==> config.mk <==
export PLATFORM = sky130hd
export DESIGN_NAME = hv_interlock_supervisor_unit
export DESIGN_NICKNAME = d
export VERILOG_FILES = /design/src/rtl/hvis_pkg.sv /design/src/rtl/hvis_debounce.sv /design/src/rtl/hvis_mode.sv /design/src/rtl/hv_interlock_supervisor_unit.sv
export SDC_FILE = /design/constraint.sdc
export NUM_CORES = 1
export LEC_CHECK = 0
export BUFFER_PORTS_ARGS = -buffer_cell sky130_fd_sc_hd__buf_2
export CAP_MARGIN = 0
export CORE_MARGIN = 5
export CORE_UTILIZATION = 40
export DETAILED_ROUTE_END_ITERATION = 8
export GPL_TIMING_DRIVEN = 0
export PLACE_DENSITY = 0.64
export SYNTH_ARGS = -nofsm -noshare
export SYNTH_HDL_FRONTEND = slang
export SYNTH_SLANG_ARGS = --single-unit
==> constraint.sdc <==
create_clock -name clk -period 6.45 [get_ports clk]
set_input_delay 0.645 -clock clk [delete_from_list [all_inputs] [get_ports clk]]
set_output_delay 0.645 -clock clk [all_outputs]
set_load 0.05 [all_outputs]
==> src/rtl/hvis_pkg.sv <==
// ----------------------------------------------------------------------------
// hvis_pkg
// Shared widths, register indexes and the result-drive bundle of the
// high-voltage interlock supervisor.
// ----------------------------------------------------------------------------
package hvis_pkg;

  // Debounce history depth and timestamp width
  localparam int HISTORY_WIDTH = 31;
  localparam int TIME_WIDTH    = 32;

  // Field widths
  localparam int SW_W     = 4;
  localparam int FAULT_W  = 8;
  localparam int NOW_W    = 32;
  localparam int OFF_W    = 16;
  localparam int DLEN_W   = 5;
  localparam int CFG_W    = 16;
  localparam int CFG_IDX_W = 1;

  localparam int IN_DATA_W  = 48;
  localparam int OUT_DATA_W = 16;

  // Reset values of the configuration registers
  localparam logic [OFF_W-1:0]  HV_OFF_RESET = 16'd100;
  localparam logic [DLEN_W-1:0] DLEN_RESET   = 5'd6;

  // Configuration register indexes
  localparam logic [CFG_IDX_W-1:0] REG_HV_OFF_TIME = 1'd0;
  localparam logic [CFG_IDX_W-1:0] REG_DEBOUNCE    = 1'd1;

  // Switch bit positions
  localparam int SW_HV   = 0;
  localparam int SW_BEAM = 1;
  localparam int SW_CCS  = 2;
  localparam int SW_80KV = 3;

  // Enable drives produced by the mode machine
  typedef struct packed {
    logic ccs;
    logic beam;
    logic hv;
    logic nominal;
  } drive_t;

endpackage

==> src/rtl/hvis_debounce.sv <==
// ----------------------------------------------------------------------------
// hvis_debounce
// Shift-history debouncer for one input line: the level moves only after
// debounce_length equal samples in a row (clamped to 31; a length of zero holds it low).
// ----------------------------------------------------------------------------
module hvis_debounce (
  input  logic                              clk,
  input  logic                              rst,
  input  logic                              step,
  input  logic                              sample,
  input  logic [hvis_pkg::DLEN_W-1:0]       dlen,
  output logic                              level_next
);

  logic [hvis_pkg::HISTORY_WIDTH-1:0] history;
  logic [hvis_pkg::HISTORY_WIDTH-1:0] history_next;
  logic [hvis_pkg::HISTORY_WIDTH-1:0] win;
  logic [hvis_pkg::HISTORY_WIDTH-1:0] seen;
  logic [hvis_pkg::DLEN_W-1:0]        len;
  logic                               level;

  // Clamp the window to the history depth and build its mask
  always_comb begin
    if (32'(dlen) > 32'(hvis_pkg::HISTORY_WIDTH)) begin
      len = hvis_pkg::DLEN_W'(hvis_pkg::HISTORY_WIDTH);
    end else begin
      len = dlen;
    end
    win = ~({hvis_pkg::HISTORY_WIDTH{1'b1}} << len);
  end

  // Shift in the new sample and decide the level
  always_comb begin
    history_next = hvis_pkg::HISTORY_WIDTH'({history, sample});
    seen         = history_next & win;
    if (seen == '0) begin
      level_next = 1'b0;
    end else if (seen == win) begin
      level_next = 1'b1;
    end else begin
      level_next = level;
    end
  end

  // Advance on every accepted word
  always_ff @(posedge clk) begin
    if (rst) begin
      history <= '0;
      level   <= 1'b0;
    end else if (step) begin
      history <= history_next;
      level   <= level_next;
    end
  end

endmodule

==> src/rtl/hvis_mode.sv <==
// ----------------------------------------------------------------------------
// hvis_mode
// Three-mode interlock machine (interlock, nominal, hv-off timer) that gates
// the ccs, beam and high-voltage enables.
// ----------------------------------------------------------------------------
module hvis_mode (
  input  logic                                clk,
  input  logic                                rst,
  input  logic                                step,
  input  logic [hvis_pkg::SW_W-1:0]           deb,
  input  logic                                btn_rise,
  input  logic [hvis_pkg::FAULT_W-1:0]        faults,
  input  logic [hvis_pkg::TIME_WIDTH-1:0]     now,
  input  logic [hvis_pkg::OFF_W-1:0]          hv_off_time,
  output hvis_pkg::drive_t                    drive
);

  typedef enum logic [1:0] {
    MODE_INTERLOCK = 2'd0,
    MODE_NOMINAL   = 2'd1,
    MODE_TIMER     = 2'd2
  } mode_t;

  mode_t                           mode;
  mode_t                           mode_next;
  logic [hvis_pkg::TIME_WIDTH-1:0] timer_start;
  logic [hvis_pkg::TIME_WIDTH-1:0] elapsed;
  logic                            load_timer;
  logic                            deb_hv;
  logic                            deb_80kv;

  assign deb_hv   = deb[hvis_pkg::SW_HV];
  assign deb_80kv = deb[hvis_pkg::SW_80KV];
  assign elapsed  = now - timer_start;

  // Next mode and enable drives for this sample
  always_comb begin
    mode_next    = mode;
    load_timer   = 1'b0;
    drive        = '0;
    unique case (mode)
      MODE_NOMINAL: begin
        if (faults[1:0] != 2'b00) begin
          mode_next  = MODE_TIMER;
          load_timer = 1'b1;
        end else if (faults != '0 || !deb_80kv || !deb_hv) begin
          mode_next = MODE_INTERLOCK;
          drive.hv  = deb_hv;
        end else begin
          drive.hv   = deb_hv;
          drive.ccs  = deb[hvis_pkg::SW_CCS];
          drive.beam = deb[hvis_pkg::SW_BEAM];
        end
      end
      MODE_TIMER: begin
        if (32'(elapsed) >= 32'(hv_off_time)) begin
          mode_next = MODE_INTERLOCK;
        end
      end
      default: begin
        if (faults[0]) begin
          mode_next  = MODE_TIMER;
          load_timer = 1'b1;
        end else begin
          mode_next = MODE_INTERLOCK;
          drive.hv  = deb_hv;
          if (btn_rise && faults == '0 && deb_80kv && deb_hv) begin
            mode_next = MODE_NOMINAL;
          end
        end
      end
    endcase
    drive.nominal = (mode_next == MODE_NOMINAL);
  end

  // Hold mode and trip time
  always_ff @(posedge clk) begin
    if (rst) begin
      mode        <= MODE_INTERLOCK;
      timer_start <= '0;
    end else if (step) begin
      mode <= mode_next;
      if (load_timer) begin
        timer_start <= now;
      end
    end
  end

endmodule

==> src/rtl/hv_interlock_supervisor_unit.sv <==
// ----------------------------------------------------------------------------
// hv_interlock_supervisor_unit
// High-voltage interlock supervisor: debounces switches and the reset button,
// runs the interlock mode machine and latches faults until an ack toggle.
//
//   channel   dir  width  contents
//   s_axis    in   48     raw_switches, comparator_faults, ack, button, now_ms
//   m_axis    out  16     enables, nominal flag, latched switches and faults
//   cfg       in   16     hv_off_time_ms (index 0), debounce_length (index 1)
//
// One sample is taken per cycle; its result appears in the output register
// on the next cycle. All state updates in the same cycle the sample is taken.
// The input stalls only while the output register is full and not taken.
// rst is synchronous and restores the reset values of all state and config but the output data word.
// ----------------------------------------------------------------------------
module hv_interlock_supervisor_unit (
  input  logic                                clk,
  input  logic                                rst,
  // Fields from bit 0: raw_switches[3:0], comparator_faults[11:4],
  // ack_level[12], reset_pressed[13], now_ms[45:14], zero pad[47:46]
  input  logic [hvis_pkg::IN_DATA_W-1:0]      s_axis_tdata,
  input  logic                                s_axis_tvalid,
  output logic                                s_axis_tready,
  // Fields from bit 0: ccs_enable[0], beam_enable[1], hv_enable[2],
  // nominal_op[3], latched_switches[7:4], latched_faults[15:8]
  output logic [hvis_pkg::OUT_DATA_W-1:0]     m_axis_tdata,
  output logic                                m_axis_tvalid,
  input  logic                                m_axis_tready,
  input  logic                                cfg_wen,
  input  logic [hvis_pkg::CFG_IDX_W-1:0]      cfg_index,
  input  logic [hvis_pkg::CFG_W-1:0]          cfg_data
);

  logic                             step;
  logic [hvis_pkg::SW_W-1:0]        sw;
  logic [hvis_pkg::FAULT_W-1:0]     faults;
  logic                             ack;
  logic                             btn;
  logic [hvis_pkg::TIME_WIDTH-1:0]  now;

  logic [hvis_pkg::OFF_W-1:0]       hv_off_time;
  logic [hvis_pkg::DLEN_W-1:0]      dlen;

  logic [hvis_pkg::SW_W-1:0]        deb;
  logic                             btn_level;
  logic                             btn_prev;
  logic                             btn_rise;
  logic                             prev_ack;
  logic [hvis_pkg::FAULT_W-1:0]     fault_latch;
  logic [hvis_pkg::FAULT_W-1:0]     fault_latch_next;
  logic [hvis_pkg::SW_W-1:0]        switch_latch;
  logic [hvis_pkg::SW_W-1:0]        switch_latch_next;
  hvis_pkg::drive_t                 drive;

  // Unpack the input word
  assign sw     = s_axis_tdata[3:0];
  assign faults = s_axis_tdata[11:4];
  assign ack    = s_axis_tdata[12];
  assign btn    = s_axis_tdata[13];
  assign now    = s_axis_tdata[14 +: hvis_pkg::TIME_WIDTH];

  // Accept while the output register is free or being drained
  assign s_axis_tready = !m_axis_tvalid || m_axis_tready;
  assign step          = s_axis_tvalid && s_axis_tready;

  // Configuration registers
  always_ff @(posedge clk) begin
    if (rst) begin
      hv_off_time <= hvis_pkg::HV_OFF_RESET;
      dlen        <= hvis_pkg::DLEN_RESET;
    end else if (cfg_wen) begin
      unique case (cfg_index)
        hvis_pkg::REG_HV_OFF_TIME: hv_off_time <= cfg_data;
        hvis_pkg::REG_DEBOUNCE:    dlen <= cfg_data[hvis_pkg::DLEN_W-1:0];
        default: ;
      endcase
    end
  end

  // Debounce the four switches
  for (genvar i = 0; i < hvis_pkg::SW_W; i++) begin : g_sw_deb
    hvis_debounce u_sw_deb (
      .clk        (clk),
      .rst        (rst),
      .step       (step),
      .sample     (sw[i]),
      .dlen       (dlen),
      .level_next (deb[i])
    );
  end

  // Debounce the reset button and find its rising edge
  hvis_debounce u_btn_deb (
    .clk        (clk),
    .rst        (rst),
    .step       (step),
    .sample     (btn),
    .dlen       (dlen),
    .level_next (btn_level)
  );

  assign btn_rise = btn_level && !btn_prev;

  hvis_mode u_mode (
    .clk         (clk),
    .rst         (rst),
    .step        (step),
    .deb         (deb),
    .btn_rise    (btn_rise),
    .faults      (faults),
    .now         (now),
    .hv_off_time (hv_off_time),
    .drive       (drive)
  );

  // Clear latches on an ack toggle, then gather this sample
  always_comb begin
    if (ack != prev_ack) begin
      fault_latch_next  = faults;
      switch_latch_next = sw;
    end else begin
      fault_latch_next  = fault_latch | faults;
      switch_latch_next = switch_latch | sw;
    end
  end

  // Hold latches and edge trackers
  always_ff @(posedge clk) begin
    if (rst) begin
      btn_prev     <= 1'b0;
      prev_ack     <= 1'b0;
      fault_latch  <= '0;
      switch_latch <= '0;
    end else if (step) begin
      btn_prev     <= btn_level;
      prev_ack     <= ack;
      fault_latch  <= fault_latch_next;
      switch_latch <= switch_latch_next;
    end
  end

  // Output register
  always_ff @(posedge clk) begin
    if (rst) begin
      m_axis_tvalid <= 1'b0;
    end else if (step) begin
      m_axis_tvalid <= 1'b1;
    end else if (m_axis_tready) begin
      m_axis_tvalid <= 1'b0;
    end
  end

  always_ff @(posedge clk) begin
    if (step) begin
      m_axis_tdata <= {fault_latch_next, switch_latch_next, drive.nominal,
                       drive.hv, drive.beam, drive.ccs};
    end
  end

endmodule

==> flow_summary_export.csv <==
group,metric,value,unit
status,status,"complete, but fails checks",
status,violations,"capacitance limit, slew limit",
clock_network,cts_hold_buf,0,
floorplanning,initial_core_util,0.403,
placed_design,post-place-ws,1390,ps
floorplanning,rows,67,
yosys,synth_ff_type,"dfxtp_1",
setup_path,cp.arrival,4970,ps
floorplanning,coreArea,0.0334,mm²
layout,fillers,3444,
clock_network,cts_buffers,28,
yosys,yosysWarnings,0,
sta,relSlewSlack,-0.0619,
flow_run,max_cap_violations,1,
yosys,synth_common_cells,"nand2_1, a21oi_1, dfxtp_1",
setup_path,reg2reg_depth,19,
layout,area_delta_synth_final,14.8,%
grt,grtUsageMet2,0.407,
setup_path,worstPathCellList,"inv_1, ha_1, clkbuf_1, o21ai_0, nor2b_1, nor4b_1, nor2_1, nand2_1, xor2_1, ha_1, nand4_1, nor2_1, o2111ai_1, o211ai_1, a311o_1, nor3_1, nand4_1, or3_1, a22oi_2",
clock_network,tritoncts,"built",
sta,setup_slack,1920,ps
setup_path,crit_fanout,8,
grt,grt_pass1_wl,77800,µm
layout,layout-drive-gt1-share,0.0861,
yosys,synth.yosys.seq_area_share,0.370,
routing,drt_iter0_markers,1763,
setup_path,reg2reg_to,"m_axis_tdata[3]$_DFFE_PP_",
clock_network,clk_latency,590,ps
setup_path,required,6890,ps
routing,wirelength,51000,µm
min_path,holdCritPathClass,"primary input to flop",
power,swShare,0.291,
yosys,synth-edff-count,16,
yosys,synth_area_per_cell,7.31,µm²
yosys,synthesis.area,0.0134,mm²
yosys,yosysTopAreaCellShare,0.334,
setup_path,worstSetupEndpointType,"flop",
placed_design,numPortBuffers,85,
yosys,async_reset_ff_frac,0,
sta,finalMaxSlewViolations,6,
placed_design,gp_congestion,1.02,
power,pwr-share-clk,0.437,
yosys,synth_fp_nets,1959,
routing,drc_errors,0,
routing,routedWlPerCell,21.0,µm
routing,viasPerCell,5.89,
layout,nNetsFinal,2075,
grt,grt_use_met1,0.343,
sta,layout_min_cycle_time,4530,ps
routing,first_pass_iters,7,
power,power_frac_comb,0.164,
power,leakagePower,5.41,nW
yosys,ys_ff_latch,240,
setup_path,cpMaxStageDelayCell,"nor4b_1",
floorplanning,dieArea,0.0374,mm²
sta,setup_viol,0,
grt,antenna_found_initial,1,
grt,track_usage,0.257,
routing,vias,14300,
sta,tns,0,ps
yosys,synth_area_leaders,"dfxtp_1, nand2_1, a21oi_1",
sta,worstMarginPinSlew,1580,ps
floorplanning,chipWidth,193,µm
setup_path,crit_end,"m_axis_tdata[3]$_DFFE_PP_",
placed_design,hpwl,37800,µm
clock_network,cts_root_buffer,"clkbuf_16",
setup_path,critical_path_class,"flop to flop",
power,internal_power,2.76,mW
yosys,syn_inst,1839,
sta,rsz0062_at_grt,"no",
yosys,yosysTopAreaCell,"dfxtp_1",
power,p_per_area,252,mW/mm²
clock_network,clock_path_buffers,3,
grt,grt-ovfl-total,0,
clock_network,h-tree-depth,1,
sta,finalCritPeriodShare,0.702,
yosys,synth.most_common_cell,"nand2_1",
floorplanning,ioPinCount,88,
sta,final_hold_viol_count,0,
grt,grt_util_met3,0.0478,
power,switchingPower,1.13,mW
clock_network,clock-sinks,240,
sta,finClkSkew,39.0,ps
setup_path,timing.rr.start,"u_mode.timer_start[9]$_SDFFE_PP0P_",
clock_network,path_clk_slew,60,ps
grt,grt_start_max_net_pins,26,
clock_network,ctsResizeCount,0,
power,irDropWorstVdd,0.191,mV
setup_path,r2r_setup_slack,1920,ps
grt,grt.busiest_layer,"met2",
clock_network,cts_setup_buffers,0,
yosys,ys_types,81,
setup_path,critPathMaxStageDelay,730,ps
layout,num_antenna_cells,0,
routing,antenna_left,0,
setup_path,start_kind,"flop",
sta,max_freq,221,MHz
power,p_seq_frac,0.399,
setup_path,cp-startpoint,"u_mode.timer_start[9]$_SDFFE_PP0P_",
grt,grt_pass1_vias,13400,
floorplanning,dieHeight,193,µm
==> critical path, delay by kind of cell, from the launching register on <==
family,cells,cell delay (ps)
compound gates,5,980
buf+inv,2,320
flops,1,330
fa+ha+maj,2,530
xor+xnor,1,150
simple gates,9,2120
==> worst min path at each step <==
stage / startpoint / endpoint / slack (ps) / cells after the start
floorplan: hv_off_time[10]$_SDFFE_PP0P_ / hv_off_time[10]$_SDFFE_PP0P_ / 440 / 2
global placement: u_mode.timer_start[4]$_SDFFE_PP0P_ / u_mode.timer_start[4]$_SDFFE_PP0P_ / 440 / 2
detailed placement: u_mode.timer_start[16]$_SDFFE_PP0P_ / u_mode.timer_start[16]$_SDFFE_PP0P_ / 450 / 2
CTS: s_axis_tvalid / m_axis_tvalid$_SDFFE_PP0P_ / 280 / 3
global route: s_axis_tdata[39] / u_mode.timer_start[25]$_SDFFE_PP0P_ / 300 / 3
finish: s_axis_tvalid / m_axis_tvalid$_SDFFE_PP0P_ / 300 / 3
==> power by group through the flow <==
| stage | Sequential [mW] | Clock, mW | Combinational [mW] |
|---|---|---|---|
| floorplan | 1.60 | 0 | 0.393 |
| global placement | 1.58 | 0 | 0.614 |
| detailed placement | 1.58 | 0 | 0.620 |
| CTS | 1.55 | 1.73 | 0.623 |
| global route | 1.55 | 1.80 | 0.689 |
| finish | 1.55 | 1.70 | 0.638 |
==> placed cells by master (no fill, tap or decap), drive strengths merged, types with 7 or more instances in the layout <==
cell type	count
nand2	496
a21oi	283
dfxtp	224
clkbuf	132
buf	111
nor2	89
o21ai	80
inv	71
ha	49
o22ai	35
a22oi	33
nand3	24
a21o	23
nand4	21
nor3	18
edfxtp	16
a221oi	16
a211oi	14
o211ai	13
nor4	13
o21a	12
xnor2	11
o221ai	11
nand2b	10
xor2	9
o2111ai	9
nor2b	8
a22o	8
or4	8
or3	8
clkinv	8
and3	7
a222oi	7
a2111oi	7
==> metrics by stage <==
step | cells | cell area (µm²) | util | power, mW | hold WS, ps
6_report | 2423 | 15400 | 0.462 | 3.89 | 301
3_5_place_dp | 2372 | 14400 | 0.432 | 2.20 | 447
5_1_grt | 2423 | 15400 | 0.462 | 4.04 | 303
2_1_floorplan | 1839 | 13400 | - | 1.99 | 436
3_3_place_gp | 2372 | 14400 | 0.432 | 2.19 | 442
4_1_cts | 2422 | 15400 | 0.462 | 3.90 | 281
==> sequential cells by signal, indices dropped and copies added (netlist names) <==
register,flops
dlen,5
fault_latch,8
g_sw_deb.u_sw_deb.history,120
g_sw_deb.u_sw_deb.level,4
hv_off_time,16
m_axis_tdata,16
m_axis_tvalid,1
prev_ack,1
switch_latch,4
u_btn_deb.history,30
u_btn_deb.level,1
u_mode.mode,2
u_mode.timer_start,32
==> layer usage <==
layer	vias up	part of all wire
met5	-	0.00024
met4	2	0.053
met3	165	0.090
met2	709	0.44
met1	6638	0.42
li1	6756	-
==> layout make-up <==
type                       instances  area (µm²)  area share
clock buffer                      38         798      0.0517
timing repair buffer              86         433      0.0281
sequential                       240        4960       0.322
multi-input combinational       1408        7730       0.501
buffer                           119         478      0.0310
inverter                          72         270      0.0175
tap                              448         561      0.0363
clock inverter                    12         195      0.0127
==> kinds of logic after synthesis <==
group,count (synthesis),share of synthesized area
AND/OR/NAND/NOR,724,0.228
AO/OA/AOI/OAI,607,0.281
flip-flops,240,0.370
buffers and inverters,191,0.0557
adder cells (fa/ha/maj),55,0.0508
XOR/XNOR,20,0.0130
multiplexers,2,0.00158
Note: power is estimated with default switching activity, not from simulation.
